File: src/hdl/wswt_pkg.sv
`timescale 1ns / 1ps
// ----------------------------------------------------------------------------
// Wheel speed tachometer package
// Shared types, register indexes, operation codes and arithmetic constants.
// ----------------------------------------------------------------------------
package wswt_pkg;

	// Field widths.
	localparam int INTERVAL_W = 32;
	localparam int SPEED_W    = 32;
	localparam int TIME_W     = 32;
	localparam int CFG_W      = 16;
	localparam int CFG_IDX_W  = 2;

	// Default geometry.
	localparam int TEETH_DEFAULT  = 16;
	localparam int WHEELS_DEFAULT = 2;

	// Per-wheel register files are sized for the width of the wheel field.
	localparam int WHEEL_SLOTS = 2;

	// Numerator of the speed conversion: 60e9 needs 36 bits.
	localparam int NUM_W = 36;
	localparam logic [NUM_W-1:0] MRPM_NUM = 36'd60000000000;

	// Divisor width for the default geometry: interval * 2 * teeth.
	localparam int DEN_W_DEFAULT = INTERVAL_W + $clog2(2 * TEETH_DEFAULT);

	// Configuration register indexes and reset values.
	localparam logic [CFG_IDX_W-1:0] REG_TIMEOUT_MS     = 2'd0;
	localparam logic [CFG_IDX_W-1:0] REG_READ_PERIOD_MS = 2'd1;
	localparam logic [CFG_W-1:0]     TIMEOUT_RESET      = 16'd100;
	localparam logic [CFG_W-1:0]     READ_PERIOD_RESET  = 16'd10;

	// Operation codes of an input item.
	localparam logic OP_CAPTURE = 1'b0;
	localparam logic OP_READ    = 1'b1;

	typedef struct packed {
		logic                  operation;
		logic                  wheel;
		logic [INTERVAL_W-1:0] interval_us;
		logic [TIME_W-1:0]     now_ms;
	} item_t;

	typedef struct packed {
		logic [SPEED_W-1:0] left_speed_mrpm;
		logic [SPEED_W-1:0] right_speed_mrpm;
		logic               recomputed;
	} result_t;

endpackage

File: src/hdl/wswt_ring.sv
`timescale 1ns / 1ps
// ----------------------------------------------------------------------------
// Tooth interval ring memory
// One write port and one read port with registered read data.
// ----------------------------------------------------------------------------
module wswt_ring #(
	parameter int DEPTH = wswt_pkg::WHEELS_DEFAULT * wswt_pkg::TEETH_DEFAULT
) (
	input  logic                               clk,
	input  logic                               wr_en,
	input  logic [$clog2(DEPTH)-1:0]           wr_addr,
	input  logic [wswt_pkg::INTERVAL_W-1:0]    wr_data,
	input  logic [$clog2(DEPTH)-1:0]           rd_addr,
	output logic [wswt_pkg::INTERVAL_W-1:0]    rd_data
);
	import wswt_pkg::*;

	logic [INTERVAL_W-1:0] mem [DEPTH];

	// Write port.
	always_ff @(posedge clk) begin
		if (wr_en) begin
			mem[wr_addr] <= wr_data;
		end
	end

	// Read port, data available in the cycle after the address.
	always_ff @(posedge clk) begin
		rd_data <= mem[rd_addr];
	end

endmodule

File: src/hdl/wswt_serial_div.sv
`timescale 1ns / 1ps
// ----------------------------------------------------------------------------
// Bit-serial restoring divider
// Produces one quotient bit per cycle.
// ----------------------------------------------------------------------------
module wswt_serial_div #(
	parameter int DEN_W = wswt_pkg::DEN_W_DEFAULT
) (
	input  logic                         clk,
	input  logic                         arst_n,
	input  logic                         start,
	input  logic [wswt_pkg::NUM_W-1:0]   dividend,
	input  logic [DEN_W-1:0]             divisor,
	output logic                         busy,
	output logic                         done,
	output logic [wswt_pkg::NUM_W-1:0]   quotient
);
	import wswt_pkg::*;

	localparam int CNT_W = $clog2(NUM_W + 1);

	logic             busy_q;
	logic             done_q;
	logic [CNT_W-1:0] cnt_q;
	logic [DEN_W-1:0] rem_q;
	logic [DEN_W-1:0] den_q;
	logic [NUM_W-1:0] quo_q;

	logic [DEN_W:0]   shifted;
	logic [DEN_W+1:0] diff;
	logic             fits;

	// One restoring step: shift in the next dividend bit and try the subtract.
	assign shifted = {rem_q, quo_q[NUM_W-1]};
	assign diff    = {1'b0, shifted} - {2'b00, den_q};
	assign fits    = ~diff[DEN_W+1];

	// Iteration control.
	always_ff @(posedge clk or negedge arst_n) begin
		if (!arst_n) begin
			busy_q <= 1'b0;
			done_q <= 1'b0;
			cnt_q  <= '0;
		end else begin
			done_q <= 1'b0;
			if (start && !busy_q) begin
				busy_q <= 1'b1;
				cnt_q  <= CNT_W'(NUM_W);
			end else if (busy_q) begin
				cnt_q <= cnt_q - 1'b1;
				if (cnt_q == CNT_W'(1)) begin
					busy_q <= 1'b0;
					done_q <= 1'b1;
				end
			end
		end
	end

	// Datapath shift registers.
	always_ff @(posedge clk) begin
		if (start && !busy_q) begin
			rem_q <= '0;
			den_q <= divisor;
			quo_q <= dividend;
		end else if (busy_q) begin
			rem_q <= fits ? diff[DEN_W-1:0] : shifted[DEN_W-1:0];
			quo_q <= {quo_q[NUM_W-2:0], fits};
		end
	end

	assign busy     = busy_q;
	assign done     = done_q;
	assign quotient = quo_q;

endmodule

File: src/hdl/wheel_speed_weighted_tachometer.sv
`timescale 1ns / 1ps
// ----------------------------------------------------------------------------
// Wheel speed weighted tachometer
// Tooth-edge tachometer for up to two wheels with a linearly weighted
// moving average of the tooth intervals and a milli-RPM conversion.
// ----------------------------------------------------------------------------
//
//  Channel   Signals                          Direction  Transfer when
//  item      item_valid, item_stall, item     in         valid & !stall
//  result    result_valid, result_stall, res  out        valid & !stall
//  cfg       cfg_valid, cfg_ready, cfg_index  in         valid & ready
//
// A capture passes ST_CAP_RD, ST_CAP_A and ST_CAP_B before the next item is taken.
// A read that is not yet due passes ST_RD_CHECK and presents its result in ST_OUT.
// A recompute runs up to two divisions per wheel on the bit-serial divider,
// one for the weighted average and one for the milli-RPM conversion, before
// it presents its result once the output register is free.
// Reset restores all sums, counts and speeds to zero and the registers to
// their defaults. A stalled result is held in the output register while
// further captures are taken; a later read waits for it to be taken.
//
module wheel_speed_weighted_tachometer #(
	parameter int TEETH  = wswt_pkg::TEETH_DEFAULT,
	parameter int WHEELS = wswt_pkg::WHEELS_DEFAULT
) (
	input  logic                              clk,
	input  logic                              arst_n,
	input  logic                              item_valid,
	output logic                              item_stall,
	input  wswt_pkg::item_t                   item,
	output logic                              result_valid,
	input  logic                              result_stall,
	output wswt_pkg::result_t                 result,
	input  logic                              cfg_valid,
	output logic                              cfg_ready,
	input  logic [wswt_pkg::CFG_IDX_W-1:0]    cfg_index,
	input  logic [wswt_pkg::CFG_W-1:0]        cfg_data
);
	import wswt_pkg::*;

	localparam int DEPTH        = WHEELS * TEETH;
	localparam int AW           = $clog2(DEPTH);
	localparam int SLOT_W       = $clog2(TEETH);
	localparam int DEN_W        = INTERVAL_W + $clog2(2 * TEETH);
	localparam int WEIGHT_TOTAL = TEETH * (TEETH + 1) / 2;

	typedef enum logic [3:0] {
		ST_IDLE,
		ST_CAP_RD,
		ST_CAP_A,
		ST_CAP_B,
		ST_RD_CHECK,
		ST_RD_WHEEL,
		ST_RD_RING,
		ST_RD_AVG,
		ST_RD_MUL,
		ST_RD_CONV,
		ST_OUT
	} state_t;

	state_t state_q;

	// Configuration registers.
	logic [CFG_W-1:0] timeout_q;
	logic [CFG_W-1:0] period_q;

	// Per-wheel state.
	logic [TIME_W-1:0]     count_q     [WHEEL_SLOTS];
	logic [SLOT_W-1:0]     slot_q      [WHEEL_SLOTS];
	logic [INTERVAL_W-1:0] wsum_q      [WHEEL_SLOTS];
	logic [INTERVAL_W-1:0] win_q       [WHEEL_SLOTS];
	logic [TIME_W-1:0]     last_edge_q [WHEEL_SLOTS];
	logic [SPEED_W-1:0]    speed_q     [WHEEL_SLOTS];
	logic                  written_q   [WHEEL_SLOTS];
	logic                  stopped_q   [WHEEL_SLOTS];
	logic [TIME_W-1:0]     last_read_q;

	// Item holding registers and working values.
	logic                  wheel_q;
	logic [INTERVAL_W-1:0] iv_q;
	logic [TIME_W-1:0]     now_q;
	logic [INTERVAL_W-1:0] prod_q;
	logic [INTERVAL_W-1:0] tmp_q;
	logic [INTERVAL_W-1:0] part_q;
	logic [INTERVAL_W-1:0] iv_sel_q;
	logic                  wsel_q;
	logic                  recomp_q;
	logic                  result_valid_q;
	result_t               result_q;

	// Divider operands.
	logic             div_start_q;
	logic [NUM_W-1:0] div_num_q;
	logic [DEN_W-1:0] div_den_q;
	logic             div_busy;
	logic             div_done;
	logic [NUM_W-1:0] div_quo;

	// Ring ports.
	logic                  ring_wr_en;
	logic [AW-1:0]         ring_wr_addr;
	logic [AW-1:0]         ring_rd_addr;
	logic [AW-1:0]         cap_addr;
	logic [AW-1:0]         read_addr;
	logic [SLOT_W-1:0]     prev_slot;
	logic [INTERVAL_W-1:0] ring_rd_data;
	logic [INTERVAL_W-1:0] oldest;

	logic item_take;
	logic wheel_ok;
	logic last_wheel;
	logic read_due;
	logic timed_out;
	logic ring_full_cap;
	logic ring_full_rd;

	// Handshakes.
	assign item_stall   = (state_q != ST_IDLE);
	assign item_take    = item_valid && !item_stall;
	assign cfg_ready    = 1'b1;
	assign result_valid = result_valid_q;
	assign result       = result_q;

	assign wheel_ok   = (32'(item.wheel) < 32'(WHEELS));
	assign last_wheel = (wsel_q == 1'(WHEELS - 1));

	// Time comparisons on wrapped sums.
	assign read_due  = (last_read_q + {16'b0, period_q}) < now_q;
	assign timed_out = (last_edge_q[wsel_q] + {16'b0, timeout_q}) < now_q;

	assign ring_full_cap = (count_q[wheel_q] >= 32'(TEETH));
	assign ring_full_rd  = (count_q[wsel_q] >= 32'(TEETH));

	// Slot of the newest entry of the wheel being read.
	always_comb begin
		if (count_q[wsel_q] == '0) begin
			prev_slot = '0;
		end else if (slot_q[wsel_q] == '0) begin
			prev_slot = SLOT_W'(TEETH - 1);
		end else begin
			prev_slot = slot_q[wsel_q] - 1'b1;
		end
	end

	// Ring addressing: each wheel owns TEETH consecutive entries.
	assign cap_addr  = AW'(slot_q[wheel_q]) + (wheel_q ? AW'(TEETH) : '0);
	assign read_addr = AW'(prev_slot) + (wsel_q ? AW'(TEETH) : '0);

	assign ring_wr_en   = (state_q == ST_CAP_B);
	assign ring_wr_addr = cap_addr;
	assign ring_rd_addr = (state_q == ST_CAP_RD) ? cap_addr : read_addr;
	assign oldest       = ring_full_cap ? ring_rd_data : '0;

	wswt_ring #(
		.DEPTH(DEPTH)
	) u_ring (
		.clk    (clk),
		.wr_en  (ring_wr_en),
		.wr_addr(ring_wr_addr),
		.wr_data(iv_q),
		.rd_addr(ring_rd_addr),
		.rd_data(ring_rd_data)
	);

	wswt_serial_div #(
		.DEN_W(DEN_W)
	) u_div (
		.clk     (clk),
		.arst_n  (arst_n),
		.start   (div_start_q),
		.dividend(div_num_q),
		.divisor (div_den_q),
		.busy    (div_busy),
		.done    (div_done),
		.quotient(div_quo)
	);

	// Configuration writes.
	always_ff @(posedge clk or negedge arst_n) begin
		if (!arst_n) begin
			timeout_q <= TIMEOUT_RESET;
			period_q  <= READ_PERIOD_RESET;
		end else if (cfg_valid && cfg_ready) begin
			if (cfg_index == REG_TIMEOUT_MS) begin
				timeout_q <= cfg_data;
			end
			if (cfg_index == REG_READ_PERIOD_MS) begin
				period_q <= cfg_data;
			end
		end
	end

	// Sequencer with the wheel state and the result register.
	always_ff @(posedge clk or negedge arst_n) begin
		if (!arst_n) begin
			state_q        <= ST_IDLE;
			last_read_q    <= '0;
			wheel_q        <= 1'b0;
			iv_q           <= '0;
			now_q          <= '0;
			prod_q         <= '0;
			tmp_q          <= '0;
			part_q         <= '0;
			iv_sel_q       <= '0;
			wsel_q         <= 1'b0;
			recomp_q       <= 1'b0;
			result_valid_q <= 1'b0;
			result_q       <= '0;
			div_start_q    <= 1'b0;
			div_num_q      <= '0;
			div_den_q      <= '0;
			for (int w = 0; w < WHEEL_SLOTS; w++) begin
				count_q[w]     <= '0;
				slot_q[w]      <= '0;
				wsum_q[w]      <= '0;
				win_q[w]       <= '0;
				last_edge_q[w] <= '0;
				speed_q[w]     <= '0;
				written_q[w]   <= 1'b0;
				stopped_q[w]   <= 1'b0;
			end
		end else begin
			div_start_q <= 1'b0;
			// The result stage reloads the register itself when it is free.
			if (result_valid_q && !result_stall && state_q != ST_OUT) begin
				result_valid_q <= 1'b0;
			end

			case (state_q)
				ST_IDLE: begin
					if (item_take) begin
						wheel_q <= item.wheel;
						iv_q    <= item.interval_us;
						now_q   <= item.now_ms;
						if (item.operation == OP_READ) begin
							state_q <= ST_RD_CHECK;
						end else if (wheel_ok) begin
							state_q <= ST_CAP_RD;
						end
					end
				end

				// Capture: ring read of the oldest entry, scaled interval.
				ST_CAP_RD: begin
					prod_q  <= iv_q * INTERVAL_W'(TEETH);
					state_q <= ST_CAP_A;
				end

				ST_CAP_A: begin
					tmp_q   <= prod_q - win_q[wheel_q];
					part_q  <= iv_q - oldest;
					state_q <= ST_CAP_B;
				end

				// Capture: commit sums, count, slot, edge time and ring entry.
				ST_CAP_B: begin
					wsum_q[wheel_q]      <= wsum_q[wheel_q] + tmp_q;
					win_q[wheel_q]       <= win_q[wheel_q] + part_q;
					count_q[wheel_q]     <= count_q[wheel_q] + 1'b1;
					last_edge_q[wheel_q] <= now_q;
					written_q[wheel_q]   <= 1'b1;
					if (count_q[wheel_q] == '1 ||
						slot_q[wheel_q] == SLOT_W'(TEETH - 1)) begin
						slot_q[wheel_q] <= '0;
					end else begin
						slot_q[wheel_q] <= slot_q[wheel_q] + 1'b1;
					end
					state_q <= ST_IDLE;
				end

				ST_RD_CHECK: begin
					recomp_q <= read_due;
					wsel_q   <= 1'b0;
					if (read_due) begin
						last_read_q <= now_q;
						state_q     <= ST_RD_WHEEL;
					end else begin
						state_q <= ST_OUT;
					end
				end

				// Pick the interval source for one wheel, or zero a timed-out wheel.
				ST_RD_WHEEL: begin
					stopped_q[wsel_q] <= timed_out;
					if (timed_out) begin
						speed_q[wsel_q] <= '0;
						wsel_q          <= wsel_q + 1'b1;
						state_q         <= last_wheel ? ST_OUT : ST_RD_WHEEL;
					end else if (!ring_full_rd) begin
						state_q <= ST_RD_RING;
					end else begin
						div_num_q   <= NUM_W'(wsum_q[wsel_q]);
						div_den_q   <= DEN_W'(WEIGHT_TOTAL);
						div_start_q <= 1'b1;
						state_q     <= ST_RD_AVG;
					end
				end

				ST_RD_RING: begin
					iv_sel_q <= written_q[wsel_q] ? ring_rd_data : '0;
					state_q  <= ST_RD_MUL;
				end

				ST_RD_AVG: begin
					if (div_done) begin
						iv_sel_q <= div_quo[INTERVAL_W-1:0];
						state_q  <= ST_RD_MUL;
					end
				end

				// Scale the interval into the conversion divisor; a zero interval gives zero speed.
				ST_RD_MUL: begin
					if (iv_sel_q == '0) begin
						speed_q[wsel_q] <= '0;
						wsel_q          <= wsel_q + 1'b1;
						state_q         <= last_wheel ? ST_OUT : ST_RD_WHEEL;
					end else begin
						div_num_q   <= MRPM_NUM;
						div_den_q   <= DEN_W'(iv_sel_q) * DEN_W'(2 * TEETH);
						div_start_q <= 1'b1;
						state_q     <= ST_RD_CONV;
					end
				end

				// Saturate the quotient into the speed register.
				ST_RD_CONV: begin
					if (div_done) begin
						speed_q[wsel_q] <= (|div_quo[NUM_W-1:SPEED_W]) ? '1 :
							div_quo[SPEED_W-1:0];
						wsel_q  <= wsel_q + 1'b1;
						state_q <= last_wheel ? ST_OUT : ST_RD_WHEEL;
					end
				end

				// With a single wheel the right speed reads as zero.
				ST_OUT: begin
					if (!result_valid_q || !result_stall) begin
						result_q.left_speed_mrpm  <= speed_q[0];
						result_q.right_speed_mrpm <= (WHEELS > 1) ? speed_q[1] : '0;
						result_q.recomputed       <= recomp_q;
						result_valid_q            <= 1'b1;
						state_q                   <= ST_IDLE;
					end
				end

				default: begin
					state_q <= ST_IDLE;
				end
			endcase
		end
	end

`ifndef ASSERT_OFF
	// The divider is never left running while new items are taken.
	a_div_idle: assert property (@(posedge clk) disable iff (!arst_n)
		!item_stall |-> !div_busy)
		else $error("divider busy while items are accepted");

	// A result only appears from the result stage of a read.
	a_result_src: assert property (@(posedge clk) disable iff (!arst_n)
		$rose(result_valid) |-> $past(state_q == ST_OUT))
		else $error("result raised outside the result stage");

	// A wheel marked stopped always reads as zero speed.
	a_stopped_left: assert property (@(posedge clk) disable iff (!arst_n)
		stopped_q[0] |-> (speed_q[0] == '0))
		else $error("stopped left wheel has nonzero speed");

	a_stopped_right: assert property (@(posedge clk) disable iff (!arst_n)
		stopped_q[1] |-> (speed_q[1] == '0))
		else $error("stopped right wheel has nonzero speed");
`endif

endmodule

File: config.mk
export PLATFORM = sky130hd
export DESIGN_NAME = wheel_speed_weighted_tachometer
export DESIGN_NICKNAME = d
export VERILOG_FILES = /design/src/hdl/wswt_pkg.sv /design/src/hdl/wswt_ring.sv /design/src/hdl/wswt_serial_div.sv /design/src/hdl/wheel_speed_weighted_tachometer.sv
export SDC_FILE = /design/constraint.sdc
export NUM_CORES = 2
export LEC_CHECK = 0
export ABC_AREA = 1
export BUFFER_PORTS_ARGS = -buffer_cell sky130_fd_sc_hd__buf_2
export CELL_PAD_IN_SITES_DETAIL_PLACEMENT = 1
export CELL_PAD_IN_SITES_GLOBAL_PLACEMENT = 2
export CORE_ASPECT_RATIO = 1.5
export CORE_UTILIZATION = 35
export CTS_CLUSTER_SIZE = 25
export DETAILED_ROUTE_END_ITERATION = 8
export PLACE_DENSITY = 0.78
export REMOVE_ABC_BUFFERS = 1
export SYNTH_ARGS = -nofsm -noshare
export SYNTH_HDL_FRONTEND = slang
export SYNTH_SLANG_ARGS = --single-unit
File: constraint.sdc
create_clock -name clk -period 6.1 [get_ports clk]
set_input_delay 0.915 -clock clk [delete_from_list [all_inputs] [get_ports clk]]
set_output_delay 0.915 -clock clk [all_outputs]
set_load 0.005 [all_outputs]
**Word level (Yosys, flattened, before mapping)**

Memory sizes are Yosys's and may differ from the RTL's. A register that Yosys moved wholly into a read port is not among the register bits.
Cells that the tools add are included.

- Input port bits: 89
- Output and inout bits: 68
- Word-level logic and storage cells: 228
- RAM bits: 1024
- ROM bits: 0
- Memories kept: 1
- Register bits after elaboration: 847
- Bits in latches: 0

Memory list:

| name | depth | bits a word | read ports | clocked after Yosys merged registers in | write ports | RTL line | source |
|---|---|---|---|---|---|---|---|
| u_ring.mem | 32 | 32 | 1 | 1 | 1 | wswt_ring.sv:18 | `logic [INTERVAL_W-1:0] mem [DEPTH];` |

- Bitwise logic cells: 8
- Muxes and demuxes: 99
- $mul: 0
- Divide/modulo/power cells: 0
- Reductions and logical operators: 34
- Magnitude comparators: 8
- Equal/unequal tests: 24
- Shift-type cells: 0
- Add/subtract/negate cells: 14

Operator list:

| cell | count |
|---|---|
| $mux 32 | 24 |
| $bwmux 64 | 5 |
| $mux 64 | 3 |
| $pmux 64 s3 | 1 |
| $mux 36 | 5 |
| $mux 37 | 4 |
| $pmux 37 s2 | 1 |
| $pmux 36 s2 | 1 |
| $mux 4 | 17 |
| $add 32x16->32 | 2 |
| $add 32x32->32 | 2 |
| $and 64x64->64 | 1 |
| $demux 32 s1 | 2 |
| $ge 32x5->1 const B | 2 |
| $logic_not 32->1 | 2 |
| $lt 32x32->1 | 2 |
| $not 64->64 | 1 |
| $pmux 32 s2 | 1 |
| $sub 32x32->32 | 2 |
| $pmux 4 s10 | 1 |
| $sub 38x37->39 | 1 |
| $add 32x1->32 const B | 1 |
| $eq 32x32->1 const B | 1 |
| $mux 1 | 22 |
| other kinds (41) | 83 |

**Longest topological paths before layout**

- Word-level depth: 9
- Mapped depth: 36
- Mapped depth without buffers: 29

**By module**

A second synthesis with hierarchy kept.

- Cells, all modules: 10180
- Area, all modules: 92975.4 um^2

By module, submodules not included:

| module | seq. area each (um^2) | area each (um^2) | instances | cells each |
|---|---|---|---|---|
| wheel_speed_weighted_tachometer | 18073.6 | 42827.3 | 1 | 5531 |
| wswt_ring | 31390.1 | 42405.7 | 1 | 3536 |
| wswt_serial_div | 3133.0 | 7742.4 | 1 | 1113 |

**Worst setup path after synthesis**

Ideal clock, no wire load.

- Path type: flip-flop to flip-flop
- Start point: reg wsel_q (netlist: last_wheel)
- End point: reg div_num_q[15]
- Stages on the path, launching flop included: 35
- Slack: 0.256 ns
- Clock period less this slack: 5.844 ns
- Required time: 5.967 ns
- Library setup time: 0.133 ns
- Data arrival time: 5.710 ns
- Buffers on the path: 9
- Cell sequence: dfrtp_1 buf_6 buf_6 buf_2 buf_4 buf_2 buf_2 buf_2 clkbuf_1 nand2_1 o21ai_0 ha_1 inv_1 fa_1 o21ai_0 a21boi_1 o21ai_0 a21oi_1 nor3_2 nand2_1 nor2_1 xor2_1 inv_1 ha_1 nand2_1 nor4_1 nor4b_2 nand2_1 nand2_1 nand3_1 o21ai_1 inv_2 buf_2 nand2_1 o21ai_0

- Cells in the longest elaborated chain, start to end: 8
- Elaborated cells between the ends (all ways): 19
- Classes of those cells: add/sub (1); order compare (2); eq/ne (2); mux (12); bitwise (1); reduce/logical (1)

RTL lines:

| what | RTL line | source |
|---|---|---|
| start, declared | wheel_speed_weighted_tachometer.sv:86 | `logic wsel_q;` |
| start signal, assigned | wheel_speed_weighted_tachometer.sv:287 | `wsel_q <= wsel_q + 1'b1;` |
| start signal, assigned | wheel_speed_weighted_tachometer.sv:315 | `wsel_q <= wsel_q + 1'b1;` |
| start signal, assigned | wheel_speed_weighted_tachometer.sv:330 | `wsel_q <= wsel_q + 1'b1;` |
| $not 1->2 (implied by the code) * | wheel_speed_weighted_tachometer.sv:129, wheel_speed_weighted_tachometer.sv:132, wheel_speed_weighted_tachometer.sv:292 |  |
| $mux 32 (implied by the code) (3 in a row) | wheel_speed_weighted_tachometer.sv:129 | `assign timed_out = (last_edge_q[wsel_q] + {16'b0, timeout_q}) < now_q;` |
| $add 32x16->32 | wheel_speed_weighted_tachometer.sv:129 |  |
| $lt 32x32->1 | wheel_speed_weighted_tachometer.sv:129 |  |
| $ne 2x2->1 (no source line) | - |  |
| $reduce_and 4->1 (no source line) | - |  |
| end signal, assigned | wheel_speed_weighted_tachometer.sv:292 | `div_num_q <= NUM_W'(wsum_q[wsel_q]);` |
| end, declared | wheel_speed_weighted_tachometer.sv:93 | `logic [NUM_W-1:0] div_num_q;` |

Mark *: on every way between the ends. The rest lies on a longest branch, timed or not. The select of a mux whose other input is x is not followed.
A chain may end at the register's enable or synchronous reset.

**Final worst setup path**

- Start point: reg wsel_q (netlist: last_wheel)
- End point: reg div_den_q[25]

- Cells in the longest elaborated chain, start to end: 8
- Elaborated cells between the ends (all ways): 13
- Classes of those cells: add/sub (1); order compare (2); eq/ne (2); mux (6); bitwise (1); reduce/logical (1)

RTL lines:

| what | RTL line | source |
|---|---|---|
| $not 1->2 (implied by the code) * | wheel_speed_weighted_tachometer.sv:129, wheel_speed_weighted_tachometer.sv:132 |  |
| $mux 32 (implied by the code) (3 in a row) | wheel_speed_weighted_tachometer.sv:129 |  |
| $add 32x16->32 | wheel_speed_weighted_tachometer.sv:129 |  |
| $lt 32x32->1 | wheel_speed_weighted_tachometer.sv:129 |  |
| $ne 2x2->1 (no source line) | - |  |
| $reduce_and 4->1 (no source line) * | - |  |
| end signal, assigned | wheel_speed_weighted_tachometer.sv:293 | `div_den_q <= DEN_W'(WEIGHT_TOTAL);` |
| end signal, assigned | wheel_speed_weighted_tachometer.sv:319 | `div_den_q <= DEN_W'(iv_sel_q) * DEN_W'(2 * TEETH);` |
| end, declared | wheel_speed_weighted_tachometer.sv:94 | `logic [DEN_W-1:0] div_den_q;` |

Marks and branches as above.

==> metrics.txt <==
Final #Nets 10600; IO Pins 157; clock root buffer clkbuf_16; Initial Util 0.353; Lkg Pwr 46.5 nW; register area 0.0525 sq mm; Total Die Area 0.269 sq mm; Synth warnings 0; PwrDens 253 mW/mm^2; Post-Syn Area 0.0932 sq mm; max frequency 182 MHz; HP Class input pin to async pin; R2R depth 24; Die Height 634 microns; Top cell by count, worst path nand2_1; Post-synth EDFFs 1093; GPL Wtd Cong 0.889; DRT Pass-1 Iters 7; worst reg2reg path startpoint last_wheel; final hold violation count 0; Buf+Inv Stages, Crit Path 4; CTS Hold Buffers Added 0; vias in the first global route 77300; Worst EP arrival 6.21 ns; FF-to-FF setup slack 0.59 ns; Slew @ Worst Pin 1.32 ns; WL met1 125000 microns; CP cell instances buf_6 > o21ai_0 > ha_1 > a21oi_1 > o21ai_0 > a21oi_1 > o21ai_1 > a21oi_1 > nor3_2 > buf_4 > nand3_1 > xnor2_1 > inv_1 > ha_1 > nand2_1 > nor4_1 > nor4b_2 > nand2_1 > nand2_1 > nand3_1 > o21ai_1 > inv_6 > nand2_1 > o21ai_0; core area 0.264 sq mm; Req. time, crit path 6.80 ns; total CTS buffers 199; Max FO, Critical Path 53; initial antenna violation count 21; final setup vio count 0; status complete, but fails checks; Layout Skew 0.0730 ns; Die Span X 423 microns; Overall Global Routing Usage 0.232; critical path's slowest cell dfrtp_4; routed wl met2 164000 microns; H-tree levels 4; Cell Rows 231; Final Max Slew Viols 0; largest net degree at the start of global routing 194; clk buf depth 4; final core occ 0.396; Async S/R FF share, synth 0.386; grt ovf 0; Post-synth top flop edfxtp_1; share of Yosys cell area claimed by the top area cell type 0.352; VDD IR max 0.216 mV; IO buf count 155; Post-Synthesis Cells 10200; Finished Layout Cells 13900; post-DR wirelength/cell 22.7 microns; first-pass GRT wire length 479000 microns; placed cell count 13500; Post-Route Setup TNS 0 ns; Synth area leader edfxtp_1; CTS tree built; P&R area growth vs syn 12.4%; layout cells sized above 1 0.0857; Tot Pwr 0.0265 W; Yosys cell types 57; startpoint types register; Multi-input gate area 0.0345 sq mm; Slew headroom 0.115; clk slew on worst S/H paths 0.07 ns; DR top layer met5; Largest stage delay, worst path 0.51 ns; total number of vias 73200; # DRC 72; final worst-path cycle share 0.903; RSZ-0062 raised after global routing false; Max-Cap Viols 0; Seq/Total Area, Yosys 0.563; FF-to-FF End div_den_q[25]; CP Capture Type register; ranking of synthesized cells by area edfxtp_1 (35%), dfrtp_1 (19%), nand2_1 (10%); Fill cells 30300; delay-heaviest family, CP compound AO/OA/AOI/OAI gates; Mean Syn Cell Area 9.12 sq um; Clock Latency Late Sink 0.90 ns; drt total wl 316000 microns; DR vias/cell 5.27; hpwl dp 207000 microns; Clock Sink Count 1892; DR WL met3 11700 microns; design area 0.105 sq mm; DRT iter0 DRCs 4888; area of placed instances 0.0981 sq mm; Yosys reg bits 1892; min cycle time layout 5.51 ns; Crit Path Class register to register; ANT nets after route 0; failing checks DRC
[flip-flops by register name, summed over array words and instances (netlist names), 6 cells and up]
| signal | flops |
|---|---|
| u_ring.mem | 1024 |
| result | 65 |
| count_q | 64 |
| last_edge_q | 64 |
| speed_q | 64 |
| win_q | 64 |
| wsum_q | 64 |
| u_div.rem_q | 37 |
| u_div.quotient | 36 |
| div_den_q | 33 |
| div_num_q | 33 |
| u_div.den_q | 33 |
| iv_q | 32 |
| iv_sel_q | 32 |
| last_read_q | 32 |
| now_q | 32 |
| part_q | 32 |
| tmp_q | 32 |
| u_ring.rd_data | 32 |
| prod_q | 28 |
| period_q | 16 |
| timeout_q | 16 |
| slot_q | 8 |
| u_div.cnt_q | 6 |
[layout make-up]
cell class | count | share of cell area
clock inverters | 83 | 0.00910
diodes | 5 | 0.000119
repair buffers | 325 | 0.0223
multi-input cells | 6662 | 0.329
well taps | 3495 | 0.0417
inverters | 1155 | 0.0416
flip-flops and latches | 1892 | 0.501
clock buffers | 281 | 0.0548
[synthesized netlist by cell type (all sizes together) (5+ instances only)]
master and count:
fa 5, nand3 1290, o22ai 11, o21ai 875
dfxtp 69, dfrtp 725, o31ai 7, inv 1150
a21boi 18, clkbuf 271, edfxtp 1093, xor2 107
o21bai 16, a221oi 6, clkinv 5, or2 60
a31oi 94, nand3b 143, nor3 46, mux2 92
nor3b 32, xnor2 76, o211ai 22, nand2 2530
o221ai 7, buf 239, o21a 15, nor4 26
ha 259, a21o 34, a21oi 387, nand4 44
nor2 447, dfstp 5
[where the power goes]
| part | internal (W) | total [W] | switching [W] |
|---|---|---|---|
| logic | 0.0000978 | 0.000314 | 0.000216 |
| clock network | 0.00730 | 0.0127 | 0.00536 |
| registers | 0.0135 | 0.0135 | 0.0000294 |
| total | 0.0209 | 0.0265 | 0.00561 |
[kinds of logic after synthesis]
| group | count (synthesis) | share of synthesized area |
|---|---|---|
| adder cells (fa/ha/maj) | 264 | 0.0358 |
| AO/OA/AOI/OAI | 1499 | 0.0859 |
| other | 1 | 0.0000402 |
| multiplexers | 92 | 0.0111 |
| XOR/XNOR | 183 | 0.0172 |
| AND/OR/NAND/NOR | 4623 | 0.216 |
| flip-flops | 1892 | 0.563 |
| buffers and inverters | 1665 | 0.0710 |
[layout by cell type (no fill, tap or decap), drive strengths merged, types with 11 or more instances in the layout]
master	instances
a21boi	18
a21o	34
a21oi	387
a31oi	94
buf	325
bufinv	17
clkbuf	281
clkinv	52
clkinvlp	12
dfrtp	725
dfxtp	69
edfxtp	1093
ha	259
inv	1157
mux2	92
nand2	2530
nand3	1290
nand3b	143
nand4	44
nor2	447
nor3	46
nor3b	32
nor4	26
o211ai	22
o21a	15
o21ai	875
o21bai	16
o22ai	11
or2	60
xnor2	76
xor2	107
[layer usage]
layer	track usage	vias to the layer above
met4	0.0997	10
li1	-	34200
met2	0.429	1565
met1	0.271	36800
met5	0	-
met3	0.0229	620
[repair_timing]
| item | in CTS | in global routing |
|---|---|---|
| endpoints found under the setup margin | 0 | 65 |
| resized for setup | 0 | 5 |
| setup buffers | 0 | 0 |
[worst max path at each step]
| stage | start | to | slack, ns | cells past startpoint |
|---|---|---|---|---|
| 3_3_place_gp | last_wheel | div_num_q[0] | 0.22 | 25 |
| 6_report | last_wheel | div_den_q[25] | 0.59 | 24 |
| 3_5_place_dp | last_wheel | div_den_q[5] | 0.17 | 24 |
| 4_1_cts | last_wheel | div_den_q[25] | 0.10 | 24 |
| 5_1_grt | last_wheel | div_den_q[23] | 0.01 | 24 |
| 2_1_floorplan | wheel_q | u_ring.rd_data[10] | -5.83 | 8 |
[metrics by stage]
stage,worst slack (ns),hold slack [ns]
3_5_place_dp,0.168,0.436
2_1_floorplan,-5.83,0.423
4_1_cts,0.100,0.0638
3_3_place_gp,0.215,0.439
6_report,0.591,0.0309
5_1_grt,0.00971,0.0974
No activity file was read; power rests on OpenSTA's default activity.
